===== config.mk =====
export PLATFORM = sky130hd
export DESIGN_NAME = ps2_mouse_packet_tracker
export DESIGN_NICKNAME = d
export VERILOG_FILES = /design/src/design/ps2mpt_pkg.sv /design/src/design/ps2mpt_motion.sv /design/src/design/ps2_mouse_packet_tracker.sv
export SDC_FILE = /design/constraint.sdc
export NUM_CORES = 1
export LEC_CHECK = 0
export BUFFER_PORTS_ARGS = -buffer_cell sky130_fd_sc_hd__buf_2
export CAP_MARGIN = 20
export CORE_ASPECT_RATIO = 0.6
export CORE_MARGIN = 2
export CORE_UTILIZATION = 45
export CTS_CLUSTER_DIAMETER = 100
export DETAILED_ROUTE_END_ITERATION = 8
export SETUP_SLACK_MARGIN = 0.05
export SLEW_MARGIN = 10
export SYNTH_ARGS = -nofsm -noshare
export SYNTH_HDL_FRONTEND = slang
export SYNTH_SLANG_ARGS = --single-unit

===== constraint.sdc =====
create_clock -name clock -period 6.9 [get_ports clock]
set_input_delay 0.69 -clock clock [delete_from_list [all_inputs] [get_ports clock]]
set_output_delay 0.69 -clock clock [all_outputs]
set_load 0.005 [all_outputs]

===== src/design/ps2mpt_pkg.sv =====
`default_nettype none

package ps2mpt_pkg;

   // register map of the configuration port
   typedef enum logic [0:0] {
      CSR_SCREEN_WIDTH  = 1'b0,
      CSR_SCREEN_HEIGHT = 1'b1
   } csr_index_type;

   localparam int unsigned CsrIndexWidth = 1;
   localparam int unsigned SizeWidth     = 13;
   localparam int unsigned PosWidth      = 12;
   localparam int unsigned ByteWidth     = 8;

   // header byte flags
   localparam int unsigned SyncBit  = 3;
   localparam int unsigned XSignBit = 4;
   localparam int unsigned YSignBit = 5;

   // screen margins taken off the size to get the cursor limit
   localparam logic [SizeWidth:0] XMargin = 14'd8;
   localparam logic [SizeWidth:0] YMargin = 14'd16;

   localparam logic [PosWidth-1:0]  HomePos        = 12'd500;
   localparam logic [SizeWidth-1:0] ResetWidth     = 13'd1024;
   localparam logic [SizeWidth-1:0] ResetHeight    = 13'd768;

   // what the motion unit needs for one packet
   typedef struct packed {
      logic [ByteWidth-1:0] header;
      logic [ByteWidth-1:0] x_delta;
      logic [ByteWidth-1:0] y_delta;
      logic [PosWidth-1:0]  pos_x;
      logic [PosWidth-1:0]  pos_y;
   } motion_in_type;

   typedef struct packed {
      logic [PosWidth-1:0] pos_x;
      logic [PosWidth-1:0] pos_y;
   } position_type;

endpackage

`default_nettype wire


===== src/design/ps2mpt_motion.sv =====
`default_nettype none

module ps2mpt_motion (
   input  wire ps2mpt_pkg::motion_in_type                      motion_in,
   input  wire logic [ps2mpt_pkg::SizeWidth-1:0]               screen_width,
   input  wire logic [ps2mpt_pkg::SizeWidth-1:0]               screen_height,
   output ps2mpt_pkg::position_type                            position_out
);

   logic signed [ps2mpt_pkg::SizeWidth:0]  lim_x_raw;
   logic signed [ps2mpt_pkg::SizeWidth:0]  lim_y_raw;
   logic [ps2mpt_pkg::PosWidth-1:0]        lim_x;
   logic [ps2mpt_pkg::PosWidth-1:0]        lim_y;
   logic [ps2mpt_pkg::ByteWidth-1:0]       mag_x;
   logic [ps2mpt_pkg::ByteWidth-1:0]       mag_y;
   logic signed [ps2mpt_pkg::SizeWidth:0]  sum_x;
   logic signed [ps2mpt_pkg::SizeWidth:0]  sum_y;

   // cursor limits, floored at zero and saturated to the position range
   always_comb begin
      lim_x_raw = $signed({1'b0, screen_width} - ps2mpt_pkg::XMargin);
      lim_y_raw = $signed({1'b0, screen_height} - ps2mpt_pkg::YMargin);
      if (lim_x_raw < 0) begin
         lim_x = '0;
      end else if (lim_x_raw[ps2mpt_pkg::SizeWidth-1]) begin
         lim_x = '1;
      end else begin
         lim_x = lim_x_raw[ps2mpt_pkg::PosWidth-1:0];
      end
      if (lim_y_raw < 0) begin
         lim_y = '0;
      end else if (lim_y_raw[ps2mpt_pkg::SizeWidth-1]) begin
         lim_y = '1;
      end else begin
         lim_y = lim_y_raw[ps2mpt_pkg::PosWidth-1:0];
      end
   end

   // sign and magnitude movement: negative byte of zero moves nothing
   always_comb begin
      mag_x = 8'd0 - motion_in.x_delta;
      mag_y = 8'd0 - motion_in.y_delta;
      if (motion_in.header[ps2mpt_pkg::XSignBit]) begin
         sum_x = $signed({2'b00, motion_in.pos_x} - {6'd0, mag_x});
      end else begin
         sum_x = $signed({2'b00, motion_in.pos_x} + {6'd0, motion_in.x_delta});
      end
      // screen y points down
      if (motion_in.header[ps2mpt_pkg::YSignBit]) begin
         sum_y = $signed({2'b00, motion_in.pos_y} + {6'd0, mag_y});
      end else begin
         sum_y = $signed({2'b00, motion_in.pos_y} - {6'd0, motion_in.y_delta});
      end
   end

   // clamp into 0..limit
   always_comb begin
      if (sum_x < 0) begin
         position_out.pos_x = '0;
      end else if (sum_x > $signed({2'b00, lim_x})) begin
         position_out.pos_x = lim_x;
      end else begin
         position_out.pos_x = sum_x[ps2mpt_pkg::PosWidth-1:0];
      end
      if (sum_y < 0) begin
         position_out.pos_y = '0;
      end else if (sum_y > $signed({2'b00, lim_y})) begin
         position_out.pos_y = lim_y;
      end else begin
         position_out.pos_y = sum_y[ps2mpt_pkg::PosWidth-1:0];
      end
   end

endmodule

`default_nettype wire


===== src/design/ps2_mouse_packet_tracker.sv =====
// a third packet byte passes the input register, then its cursor is registered and shown on rsp
// throughput: one byte per cycle; the input register drains whenever the result
// register is free or being taken in the same cycle
// reset: synchronous, active high; phase to header, cursor to 500,500,
// screen size to 1024 by 768; the configuration port is always ready
`default_nettype none

module ps2_mouse_packet_tracker (
   input  wire logic                                    clock,
   input  wire logic                                    reset,
   input  wire logic                                    req_valid,
   output logic                                         req_ready,
   input  wire logic [ps2mpt_pkg::ByteWidth-1:0]        req_data_byte,
   output logic                                         rsp_valid,
   input  wire logic                                    rsp_ready,
   output logic [ps2mpt_pkg::PosWidth-1:0]              rsp_cursor_x,
   output logic [ps2mpt_pkg::PosWidth-1:0]              rsp_cursor_y,
   input  wire logic                                    csr_valid,
   output logic                                         csr_ready,
   input  wire logic [ps2mpt_pkg::CsrIndexWidth-1:0]    csr_index,
   input  wire logic [ps2mpt_pkg::SizeWidth-1:0]        csr_data
);

   typedef enum logic [1:0] {
      PH_HEADER = 2'd0,
      PH_X      = 2'd1,
      PH_Y      = 2'd2
   } phase_type;

   phase_type                          phase_ff, phase_in;
   logic [ps2mpt_pkg::ByteWidth-1:0]   header_ff, header_in;
   logic [ps2mpt_pkg::ByteWidth-1:0]   x_delta_ff, x_delta_in;
   logic [ps2mpt_pkg::PosWidth-1:0]    pos_x_ff, pos_y_ff;
   logic [ps2mpt_pkg::SizeWidth-1:0]   width_ff, height_ff;
   logic                               s1_valid_ff;
   logic [ps2mpt_pkg::ByteWidth-1:0]   s1_byte_ff;
   logic                               rsp_valid_ff, rsp_valid_in;

   logic                               s1_is_y;
   logic                               s1_advance;
   logic                               req_fire;
   logic                               result_load;
   ps2mpt_pkg::motion_in_type          motion_in;
   ps2mpt_pkg::position_type           motion_out;

   // input register drains unless it holds a final byte and the result is blocked
   assign s1_is_y     = (phase_ff == PH_Y);
   assign s1_advance  = s1_valid_ff && !(s1_is_y && rsp_valid_ff && !rsp_ready);
   assign result_load = s1_advance && s1_is_y;
   assign req_ready   = !s1_valid_ff || s1_advance;
   assign req_fire    = req_valid && req_ready;
   assign csr_ready   = 1'b1;

   assign rsp_valid    = rsp_valid_ff;
   assign rsp_cursor_x = pos_x_ff;
   assign rsp_cursor_y = pos_y_ff;

   // packet assembly
   always_comb begin
      phase_in   = phase_ff;
      header_in  = header_ff;
      x_delta_in = x_delta_ff;
      if (s1_advance) begin
         unique case (phase_ff)
            PH_X: begin
               x_delta_in = s1_byte_ff;
               phase_in   = PH_Y;
            end
            PH_Y: begin
               phase_in = PH_HEADER;
            end
            default: begin
               // resynchronise on the sync bit
               if (s1_byte_ff[ps2mpt_pkg::SyncBit]) begin
                  header_in = s1_byte_ff;
                  phase_in  = PH_X;
               end else begin
                  phase_in = PH_HEADER;
               end
            end
         endcase
      end
   end

   // result register handshake
   always_comb begin
      rsp_valid_in = rsp_valid_ff;
      if (rsp_valid_ff && rsp_ready) begin
         rsp_valid_in = 1'b0;
      end
      if (result_load) begin
         rsp_valid_in = 1'b1;
      end
   end

   assign motion_in.header  = header_ff;
   assign motion_in.x_delta = x_delta_ff;
   assign motion_in.y_delta = s1_byte_ff;
   assign motion_in.pos_x   = pos_x_ff;
   assign motion_in.pos_y   = pos_y_ff;

   ps2mpt_motion u_motion (
      .motion_in     (motion_in),
      .screen_width  (width_ff),
      .screen_height (height_ff),
      .position_out  (motion_out)
   );

   // state, configuration and the item registers
   always_ff @(posedge clock) begin
      if (reset) begin
         phase_ff     <= PH_HEADER;
         header_ff    <= '0;
         x_delta_ff   <= '0;
         pos_x_ff     <= ps2mpt_pkg::HomePos;
         pos_y_ff     <= ps2mpt_pkg::HomePos;
         width_ff     <= ps2mpt_pkg::ResetWidth;
         height_ff    <= ps2mpt_pkg::ResetHeight;
         s1_valid_ff  <= 1'b0;
         rsp_valid_ff <= 1'b0;
      end else begin
         phase_ff     <= phase_in;
         header_ff    <= header_in;
         x_delta_ff   <= x_delta_in;
         rsp_valid_ff <= rsp_valid_in;
         if (result_load) begin
            pos_x_ff <= motion_out.pos_x;
            pos_y_ff <= motion_out.pos_y;
         end
         if (csr_valid && csr_ready) begin
            unique case (csr_index)
               ps2mpt_pkg::CSR_SCREEN_WIDTH:  width_ff  <= csr_data;
               ps2mpt_pkg::CSR_SCREEN_HEIGHT: height_ff <= csr_data;
               default: ;
            endcase
         end
         if (req_fire) begin
            s1_valid_ff <= 1'b1;
         end else if (s1_advance) begin
            s1_valid_ff <= 1'b0;
         end
      end
   end

   // byte register needs no reset
   always_ff @(posedge clock) begin
      if (req_fire) begin
         s1_byte_ff <= req_data_byte;
      end
   end

   // a final byte never overwrites a result that is still waiting
   a_no_result_overrun: assert property (@(posedge clock) disable iff (reset)
      (s1_valid_ff && s1_is_y && rsp_valid_ff && !rsp_ready) |-> !s1_advance)
      else $error("result overwritten while waiting");

   // a held byte stays put until it is processed
   a_s1_hold: assert property (@(posedge clock) disable iff (reset)
      (s1_valid_ff && !s1_advance) |=> (s1_valid_ff && $stable(s1_byte_ff)))
      else $error("input register lost a byte");

   // a new result always comes with the phase back at the header
   a_result_phase: assert property (@(posedge clock) disable iff (reset)
      $rose(rsp_valid_ff) |-> (phase_ff == PH_HEADER))
      else $error("result without packet completion");

   // the cursor only moves when a result is loaded
   a_cursor_moves_with_result: assert property (@(posedge clock) disable iff (reset)
      !result_load |=> ($stable(pos_x_ff) && $stable(pos_y_ff)))
      else $error("cursor moved without a result");

endmodule

`default_nettype wire


==> metrics.log, run 1 <==
[metrics] Max FO, Critical Path: 7
[metrics] first drt pass iteration count: 5
[metrics] fraction of synthesis flops using an asynchronous set or reset pin: 0%
[metrics] CTS Sinks: approximately 70
[metrics] number of nets in the layout: around 910
[metrics] flop and latch count out of synthesis: just over 70
[metrics] H-tree depth reported by CTS: 3
[metrics] worst endpoint data arrival time: around 6 ns
[metrics] final HPWL from detailed placement: roughly 14000 um
[metrics] worst slew slack as a fraction of its limit: between 30% and 40%
[metrics] required time of the critical path: between 7 and 8 ns
[metrics] cells traversed along the worst timing path: or4_1, nor4_1, xor2_1, ha_1, and3_1, a211oi_1, a221oi_1, xnor2_1, ha_1, a21o_1, a2111oi_0, o21ai_0, o31a_1, nor2_1, mux2_2, a221o_1
[metrics] die outline width: 155 um
[metrics] final count of hold timing violations: 0
[metrics] number of primary I/O pins: 54
[metrics] average routed wire per standard cell: roughly 17 um
[metrics] net count after synthesis: ~900
[metrics] number of enable flip-flop cells after synthesis: 8
[metrics] ant diodes: 0
[metrics] post-route clock skew: around 0.012 ns
[metrics] clk_lat worst skew: roughly 0.34 ns
[metrics] most used flip-flop cell after synthesis: dfxtp_1
[metrics] share of the core filled with cells in the final layout: between 40% and 50%
[metrics] Clock Path Buffers: 2
[metrics] transition time at the pin with the least slew margin: 1.02 ns
[metrics] top-count cell post-synth: nand2_1
[metrics] core area: 13500 um^2
[metrics] Synth area leader: dfxtp_1
[metrics] signed area change from the synthesized netlist to the final layout: 7.63%
[metrics] netlist area before placement: between 6000 and 7000 um^2
[metrics] average via count per standard cell: slightly below 6
[metrics] Lkg Pwr: ~2.7 nW
[metrics] cell chosen for the clock root: clkbuf_16
[metrics] library cells used by synthesis: between 60 and 70
[metrics] setup fix buffers added after clock tree synthesis: 0
[metrics] cell types occupying the most area after synthesis: dfxtp_1 21%, ha_1 13%, nand2_1 6.0%
[metrics] worst hold slack across all endpoints: about 0.46 ns
[metrics] via count: around 5800
[metrics] class of the worst hold path: reg2reg
[metrics] number of max-slew violations in the final report: 0
[metrics] Initial Util: a little under half
[metrics] worst IR drop on VDD: 0.126 mV
[metrics] standard cell with the maximum stage delay on the critical path: or4_1
[metrics] element type at the critical path start: flip-flop
[metrics] maximum number of pins on one net before global-route repair: between 50 and 60
[metrics] aggregate routed wire length: approximately 17000 um
[metrics] Routed Antenna Nets: 0
[metrics] number of cells upsized or downsized after cts: 0
[metrics] sum of negative setup slack: 0 ns
[metrics] warnings from Yosys: 0
[metrics] share of the synthesized area in the top cell type: 20.8%
[metrics] most used standard cells in the synthesized netlist: 98 x nand2_1, 72 x a21oi_1, 67 x nor2_1
[metrics] initial antenna violation count: 0
[metrics] total routing usage reported by global routing: between 20% and 30%
[metrics] sequential fraction of the synthesis area: roughly 25%
[metrics] vias in the first global route: about 5500
[metrics] total of buffers placed on input and output ports: 52
[metrics] clock tree from TritonCTS: done
[metrics] Crit Path Category: reg2reg
[metrics] synthesized netlist cell count: 800
[metrics] GRT Residual Overflow: 0
[metrics] cts-stage hold buffer count: 0
[metrics] first-pass GRT wire length: approximately 28000 um
[metrics] cell occurring most often along the worst timing path: ha_1
[metrics] count of endpoints failing setup in the final report: 0
[metrics] CTS clock-pin slew for the worst setup and hold paths: ~0.060 ns
[metrics] ratio of cells with drive above 1 in the final layout: 10.3%
[metrics] standard-cell rows: 33
[metrics] Worst setup EP type: flip-flop
[metrics] gp weighted congestion: around 0.89
[metrics] DIE HEIGHT: around 95 um
[metrics] delay contributed by the slowest stage of the critical path: approximately 0.58 ns
[metrics] Final Cycle Share: between 80% and 90%
[metrics] Iteration-0 DRC Markers: 463
[metrics] power per unit of standard cell area: 181 nW/um^2
[metrics] post-route DRC violation count: 0
[metrics] unrepaired setup endpoints after global routing: no
[metrics] highest attainable clock frequency: 0.178 GHz
[metrics] result of the run: finished clean
[metrics] max capacitance violation total: 0
[metrics] minimum clock period: around 5.6 ns
[metrics] mean instance size in the synthesized netlist: roughly 7.7 um^2
[metrics] Total Die Area: ~15000 um^2
[metrics] number of buffers added by the clock tree synthesis step: 9
==> cell type report <==
cell class              count  area [um^2]
flip-flops and latches     72         1520
well taps                 175          219
repair buffers             53          268
clock inverters             5         33.8
inverters                  49          184
multi-input cells         629         4180
fillers                  1305         6870
clock buffers              11          233
==> flip-flops by register name, indices dropped and copies added, names as in the netlist <==
register	cells
header_ff	2
height_ff	13
phase_ff	2
rsp_cursor_x	12
rsp_cursor_y	12
rsp_valid	1
s1_byte_ff	8
s1_valid_ff	1
width_ff	13
x_delta_ff	8
==> logic make-up (layout without fill, tap and decap cells) <==
family	count (synthesis)	in the layout	share of synthesized area, %
buf+inv	99	118	7.69
mux	7	7	1.20
flops	72	72	24.7
fa+ha+maj	70	70	14.7
xor+xnor	45	45	6.39
compound gates	225	225	23.3
simple gates	281	281	22.0
other cells	1	1	0.0608
==> layer usage <==
| layer | track usage [%] | routed length [um] | part of all wire, % |
|---|---|---|---|
| met2 | 35.4 | 6880 | 40 |
| met1 | 37.4 | 9220 | 53 |
| met4 | 4.32 | 173 | 1.0 |
| met3 | 4.73 | 1100 | 6.3 |
| met5 | 0 | 0 | 0 |
==> cell usage in the layout, fill, tap and decap left out, types with 7 or more instances in the layout <==
cell type / count
nor2b_1: 11
o31ai_1: 12
dfxtp_1: 64
nor3_1: 15
nand4_1: 7
ha_1: 66
nand2_1: 98
a21oi_1: 72
clkbuf_16: 9
a21o_1: 11
o21ai_0: 47
a211oi_1: 11
nand3b_1: 7
o21a_1: 14
nand3_1: 17
buf_2: 52
nor2_1: 67
and2_1: 11
xor2_1: 17
or3_1: 8
nor4_1: 9
xnor2_1: 28
edfxtp_1: 8
inv_1: 49
==> where the power goes <==
part,internal (mW),total [mW],switching [mW]
sequential,0.437,0.455,0.0179
clock,0.243,0.427,0.184
combinational,0.129,0.320,0.191
total,0.810,1.20,0.392
==> through the flow <==
| step | instances | power (mW) | area, um^2 | setup WS [ns] |
|---|---|---|---|---|
| after floorplan | 800 | 0.696 | 6160 | 2.13 |
| after global routing | 994 | 1.27 | 6630 | 0.938 |
| after CTS | 994 | 1.20 | 6630 | 1.39 |
| after global placement | 978 | 0.769 | 6370 | 1.57 |
| after detailed placement | 978 | 0.779 | 6370 | 1.40 |
| final | 994 | 1.20 | 6630 | 1.28 |
==> critical path: cells and delay by family, from the launching register on <==
| family | cells | cell delay [ns] |
|---|---|---|
| flops | 1 | 0.37 |
| fa+ha+maj | 2 | 0.60 |
| xor+xnor | 2 | 0.51 |
| compound gates | 7 | 2.16 |
| mux | 1 | 0.40 |
| simple gates | 4 | 1.49 |
==> path summary, 6_finish.rpt <==
kind                 start              end  slack [ns]  cells after the start
min           height_ff[3]     height_ff[3]        0.46                      2
min reg2reg   height_ff[3]     height_ff[3]        0.46                      2
max reg2reg  x_delta_ff[2]  rsp_cursor_x[4]        1.28                     16
max          x_delta_ff[2]  rsp_cursor_x[4]        1.28                     16
Power figures use the tool's default switching activity.
==> inputs of run 2 (changes only) <==
Clock period 6.9 ns to 5.9 ns, I/O delays scaled along.
==> run 2 against run 1 <==
  * Clock skew shrank 0.0028 ns
  * Clock-buffer cell count decreased by 1
  * Combinational power grew 20%
  * Final cell count up 0.10%
  * Sequential share of layout area shrank 0.13 points
  * Critical path depth unchanged
  * Register-to-register slack got worse by 0.61 ns
  * Largest cell class unchanged
==> metrics.log, run 2 (synthesis gave the netlist of run 1 again) <==
[metrics] number of primary I/O pins: 54
[metrics] cell chosen for the clock root: clkbuf_16
[metrics] Iteration-0 DRC Markers: between 400 and 500
[metrics] first-pass GRT wire length: about 28000 um
[metrics] H-tree depth reported by CTS: 3
[metrics] die outline width: about 160 um
[metrics] cell family with the largest share of critical-path delay: compound AO/OA/AOI/OAI gates
[metrics] most common cell after layout, fill and taps aside: nand2_1
[metrics] Crit Reg-Reg Endpoint: rsp_cursor_x[4]
[metrics] cells on worst reg2reg path: 16
[metrics] Total Die Area: ~15000 um^2
[metrics] Max FO, Critical Path: 6
[metrics] result of the run: finished clean
[metrics] Initial Util: between 40% and 50%
[metrics] final HPWL from detailed placement: about 14000 um
[metrics] max capacitance violation total: 0
[metrics] total routing usage reported by global routing: 24.6%
[metrics] ant diodes: 0
[metrics] aggregate routed wire length: between 15000 and 20000 um
[metrics] average via count per standard cell: 5.88
[metrics] worst IR drop on VDD: ~0.12 mV
[metrics] commonest cells after routing, fill and taps aside: 98 x nand2_1, 72 x a21oi_1, 67 x nor2_1
[metrics] final count of hold timing violations: 0
[metrics] unrepaired setup endpoints after global routing: no
[metrics] cts-stage hold buffer count: 0
[metrics] power per unit of standard cell area: about 220 nW/um^2
[metrics] minimum clock period: 5.23 ns
[metrics] leading registers by flop count: height_ff x13, width_ff x13
[metrics] maximum number of pins on one net before global-route repair: 56
[metrics] cell occurring most often along the worst timing path: ha_1
[metrics] standard-cell rows: 33
[metrics] area of the multi-input gates: between 4000 and 5000 um^2
[metrics] CTS Sinks: between 70 and 80
[metrics] total instance count after detailed placement: between 900 and 1000
[metrics] transition time at the pin with the least slew margin: ~1.1 ns
[metrics] post-route DRC violation count: 0
[metrics] Worst path depth: 16
[metrics] element type at the critical path start: flip-flop
[metrics] count of filler cells inserted in the layout: 1334
[metrics] class of the worst hold path: in2reg
[metrics] R2R setup slack: 0.67 ns
[metrics] Clock Path Buffers: 2
[metrics] number of nets in the layout: just over 900
[metrics] capture point of the critical path: rsp_cursor_x[4]
[metrics] delay contributed by the slowest stage of the critical path: around 0.56 ns
[metrics] required time of the critical path: about 6.1 ns
[metrics] Routed Antenna Nets: 0
[metrics] worst endpoint data arrival time: about 5.5 ns
[metrics] clock tree from TritonCTS: done
[metrics] count of endpoints failing setup in the final report: 0
[metrics] first drt pass iteration count: 5
[metrics] number of cells upsized or downsized after cts: 0
[metrics] gp weighted congestion: approximately 0.92
[metrics] highest attainable clock frequency: between 0.15 and 0.2 GHz
[metrics] post-route clock skew: roughly 0.009 ns
[metrics] initial antenna violation count: 0
[metrics] CTS clock-pin slew for the worst setup and hold paths: 0.06 ns
[metrics] Lkg Pwr: approximately 2.7 nW
[metrics] average routed wire per standard cell: 17.7 um
[metrics] core area: approximately 14000 um^2
[metrics] DIE HEIGHT: about 95 um
[metrics] hold-critical path depth: 1
[metrics] vias in the first global route: 5328
[metrics] setup fix buffers added after clock tree synthesis: 0
[metrics] ratio of cells with drive above 1 in the final layout: a little over a tenth
[metrics] Crit Path Category: reg2reg
[metrics] non-filler cells, final: 995
[metrics] via count: just under 6000
[metrics] clk_lat worst skew: about 0.34 ns
[metrics] number of buffers and inverters on the critical path: 0
[metrics] total of buffers placed on input and output ports: 52
[metrics] reg-to-reg critical path startpoint: x_delta_ff[2]
[metrics] share of the core filled with cells in the final layout: 49.4%
[metrics] signed area change from the synthesized netlist to the final layout: 8.26%
[metrics] GRT Residual Overflow: 0
[metrics] sum of negative setup slack: 0 ns
[metrics] footprint of the flip-flops and latches: between 1500 and 2000 um^2
[metrics] Final Cycle Share: between 80% and 90%
[metrics] number of max-slew violations in the final report: 0
[metrics] number of buffers added by the clock tree synthesis step: 9
[metrics] Worst setup EP type: flip-flop
[metrics] standard cell with the maximum stage delay on the critical path: or4_1
[metrics] startpoint of the most critical setup path: x_delta_ff[2]
[metrics] cells traversed along the worst timing path: or4_1, nor4_1, xor2_1, ha_1, and3_1, a211oi_1, a221oi_1, xnor2_1, ha_1, a21o_1, a2111oi_0, o21ai_0, o31a_1, nor2_1, mux2_2, a221o_1
[metrics] worst slew slack as a fraction of its limit: 28.8%
run 2: cell count changes in the layout (fill, tap and decap cells not counted), sizes merged:
cell,before,now
buf,53,54
bufinv,0,1
clkbuf,11,10
clkinvlp,2,1
inv,49,50
run 2: power breakdown:
group,internal [mW],switching (mW)
registers,0.511,0.0210
logic,0.155,0.230
clock network,0.330,0.227
total,0.996,0.477
run 2: layout make-up:
class                      count  share of cell area, %
tap                          175                   3.28
timing repair buffer          54                   4.13
inverter                      49                   2.76
multi-input combinational    629                   62.6
clock buffer                  10                   3.43
sequential                    72                   22.8
clock inverter                 6                   1.03
run 2: how the worst min path moves through the flow:
| stage | start | endpoint | slack (ns) |
|---|---|---|---|
| 2_1_floorplan | height_ff[1] | height_ff[1] | 0.43 |
| 3_3_place_gp | width_ff[1] | width_ff[1] | 0.45 |
| 3_5_place_dp | height_ff[1] | height_ff[1] | 0.45 |
| 4_1_cts | req_data_byte[7] | s1_byte_ff[7] | 0.42 |
| 5_1_grt | req_data_byte[7] | s1_byte_ff[7] | 0.42 |
| 6_report | req_data_byte[4] | s1_byte_ff[4] | 0.43 |
run 2: metrics by stage:
step / hold WS [ns] / worst slack [ns] / instance area, um^2 / total power, mW
after global routing: 0.421 / 0.200 / 6670 / 1.55
after global placement: 0.446 / 0.864 / 6370 / 0.902
after floorplan: 0.433 / 1.13 / 6160 / 0.813
final: 0.432 / 0.668 / 6670 / 1.47
after detailed placement: 0.454 / 0.727 / 6370 / 0.917
after CTS: 0.419 / 0.712 / 6670 / 1.48
run 2: layer usage:
metal	global-route usage (%)	share of wire [%]	up-vias
li1	-	-	2890
met1	38.0	51	2760
met2	36.0	40	193
met3	4.41	8.0	5
met4	3.40	0.48	0
met5	0	0	-
==> inputs of run 3 (changes only) <==
Settings changed: PLACE_DENSITY set to 0.63.
==> run 3 against run 2 <==
  * Register-to-register slack better by 0.02 ns
  * Core utilization up 0.10 points
  * Clock skew down 0.0019 ns
  * Worst hold slack better by 0.0073 ns
  * Final area up 0.21%
  * Sequential cell count unchanged
  * Maximum frequency up 0.36%
  * Die area unchanged
  * Final cell count unchanged
  * Sequential power about the same
  * First-iteration DRC count up 16%
==> metrics.log, run 3 (synthesis gave the netlist of run 1 again) <==
[metrics] count of endpoints failing setup in the final report: 0
[metrics] Total Die Area: roughly 15000 um^2
[metrics] Lkg Pwr: roughly 2.7 nW
[metrics] number of buffers added by the clock tree synthesis step: 9
[metrics] initial antenna violation count: 0
[metrics] leading registers by flop count: height_ff x13, width_ff x13
[metrics] element type at the critical path start: flip-flop
[metrics] count of filler cells inserted in the layout: between 1000 and 1500
[metrics] total power consumption of the routed design: 1.47 mW
[metrics] Iteration-0 DRC Markers: 510
[metrics] CTS Sinks: between 70 and 80
[metrics] final std cell area, no fill: between 6000 and 7000 um^2
[metrics] DIE HEIGHT: around 95 um
[metrics] footprint of the flip-flops and latches: ~1500 um^2
[metrics] total routing usage reported by global routing: a little under a quarter
[metrics] cell chosen for the clock root: clkbuf_16
[metrics] first-pass GRT wire length: approximately 28000 um
[metrics] minimum clock period: around 5.2 ns
[metrics] commonest cells after routing, fill and taps aside: 98 x nand2_1, 72 x a21oi_1, 67 x nor2_1
[metrics] total of buffers placed on input and output ports: 52
[metrics] highest attainable clock frequency: 0.192 GHz
[metrics] cells on worst reg2reg path: 17
[metrics] cts-stage hold buffer count: 0
[metrics] unrepaired setup endpoints after global routing: no
[metrics] Max FO, Critical Path: 7
[metrics] Crit Path Category: reg2reg
[metrics] clk_lat worst skew: approximately 0.33 ns
[metrics] aggregate routed wire length: 17100 um
[metrics] cell family with the largest share of critical-path delay: compound AO/OA/AOI/OAI gates
[metrics] number of max-slew violations in the final report: 0
[metrics] area of the multi-input gates: 4180 um^2
[metrics] vias in the first global route: roughly 5300
[metrics] core area: 13500 um^2
[metrics] CTS clock-pin slew for the worst setup and hold paths: about 0.06 ns
[metrics] clock tree from TritonCTS: done
[metrics] gp weighted congestion: around 0.9
[metrics] worst hold slack across all endpoints: ~0.44 ns
[metrics] worst IR drop on VDD: roughly 0.12 mV
[metrics] number of nets in the layout: about 910
[metrics] first drt pass iteration count: 5
[metrics] worst slew slack as a fraction of its limit: 30.0%
[metrics] reg-to-reg critical path startpoint: x_delta_ff[2]
[metrics] Worst path depth: 17
[metrics] most common cell after layout, fill and taps aside: nand2_1
[metrics] power per unit of standard cell area: about 220 nW/um^2
[metrics] Placed Instance Area: around 6400 um^2
[metrics] Clock Path Buffers: 2
[metrics] delay contributed by the slowest stage of the critical path: 0.57 ns
[metrics] class of the worst hold path: in2reg
[metrics] via count: just under 6000
[metrics] result of the run: finished clean
[metrics] final HPWL from detailed placement: around 14000 um
[metrics] average routed wire per standard cell: approximately 17 um
[metrics] standard-cell rows: 33
[metrics] Crit Reg-Reg Endpoint: rsp_cursor_x[4]
[metrics] hold path startpoint: req_data_byte[7]
[metrics] die outline width: 155 um
[metrics] number of cells upsized or downsized after cts: 0
[metrics] average via count per standard cell: roughly 5.8
[metrics] required time of the critical path: 6.12 ns
[metrics] transition time at the pin with the least slew margin: 1.04 ns
[metrics] maximum number of pins on one net before global-route repair: 56
[metrics] Initial Util: between 40% and 50%
[metrics] post-route clock skew: around 0.0071 ns
[metrics] H-tree depth reported by CTS: 3
[metrics] ratio of cells with drive above 1 in the final layout: 10.6%
[metrics] worst endpoint data arrival time: about 5.4 ns
[metrics] Routed Antenna Nets: 0
[metrics] Final Cycle Share: 88.4%
[metrics] number of primary I/O pins: 54
[metrics] setup fix buffers added after clock tree synthesis: 0
[metrics] final count of hold timing violations: 0
[metrics] ant diodes: 0
[metrics] post-route DRC violation count: 0
[metrics] cell occurring most often along the worst timing path: ha_1
[metrics] signed area change from the synthesized netlist to the final layout: 8.49%
[metrics] R2R setup slack: approximately 0.69 ns
[metrics] sum of negative setup slack: 0 ns
[metrics] standard cell with the maximum stage delay on the critical path: or4_1
[metrics] total instance count after detailed placement: about 980
[metrics] cells traversed along the worst timing path: or4_1, nor4_1, xor2_1, ha_1, and3_1, a211oi_1, a221oi_1, xnor2_1, ha_1, a21o_1, a2111oi_0, o21ai_0, o31a_1, nor2_1, buf_4, mux2_2, a221o_1
[metrics] capture point of the critical path: rsp_cursor_x[4]
[metrics] startpoint of the most critical setup path: x_delta_ff[2]
[metrics] number of buffers and inverters on the critical path: 1
[metrics] max capacitance violation total: 0
[metrics] GRT Residual Overflow: 0
[metrics] non-filler cells, final: ~1000
[metrics] Worst setup EP type: flip-flop
## run 3: cell types whose count changed in the layout (fill, tap and decap cells not counted), sizes merged
cell    delta
clkinv     +1
inv        -1
## run 3: stage by stage
step,utilization [%],setup slack [ns]
finish,49.5,0.686
global route,49.5,0.393
CTS,49.5,0.736
detailed placement,47.2,0.781
global placement,47.2,0.858
floorplan,-,1.13
## run 3: how the worst min path moves through the flow
| stage | slack (ns) | cells past startpoint | to |
|---|---|---|---|
| floorplan | 0.43 | 2 | height_ff[1] |
| global placement | 0.45 | 2 | height_ff[1] |
| detailed placement | 0.45 | 2 | height_ff[1] |
| CTS | 0.43 | 1 | s1_byte_ff[7] |
| global route | 0.43 | 1 | s1_byte_ff[4] |
| finish | 0.44 | 1 | s1_byte_ff[7] |
## run 3: worst register-to-register path, stage by stage, from the launching register on
cell	delay [ns]
dfxtp_1	0.36
or4_1	0.57
nor4_1	0.26
xor2_1	0.26
ha_1	0.30
and3_1	0.19
a211oi_1	0.42
a221oi_1	0.18
xnor2_1	0.31
ha_1	0.31
a21o_1	0.18
a2111oi_0	0.34
o21ai_0	0.14
o31a_1	0.34
nor2_1	0.11
buf_4	0.15
mux2_2	0.34
a221o_1	0.31
## run 3: cell type report
class,count,area share (%)
clock buffer,10,3.57
clock inverter,6,1.03
inverter,49,2.75
multi-input combinational,629,62.4
sequential,72,22.8
tap,175,3.27
timing repair buffer,54,4.17
## run 3: power by group
group	internal, mW	total (mW)	switching [mW]
clock network	0.340	0.555	0.215
logic	0.154	0.378	0.225
registers	0.512	0.532	0.0209
total	1.01	1.47	0.460
## run 3: layer usage
metal	routed length [um]	global-route usage [%]
met5	0	0
met4	198	4.86
met3	1360	4.77
met2	6670	34.0
met1	8850	36.3
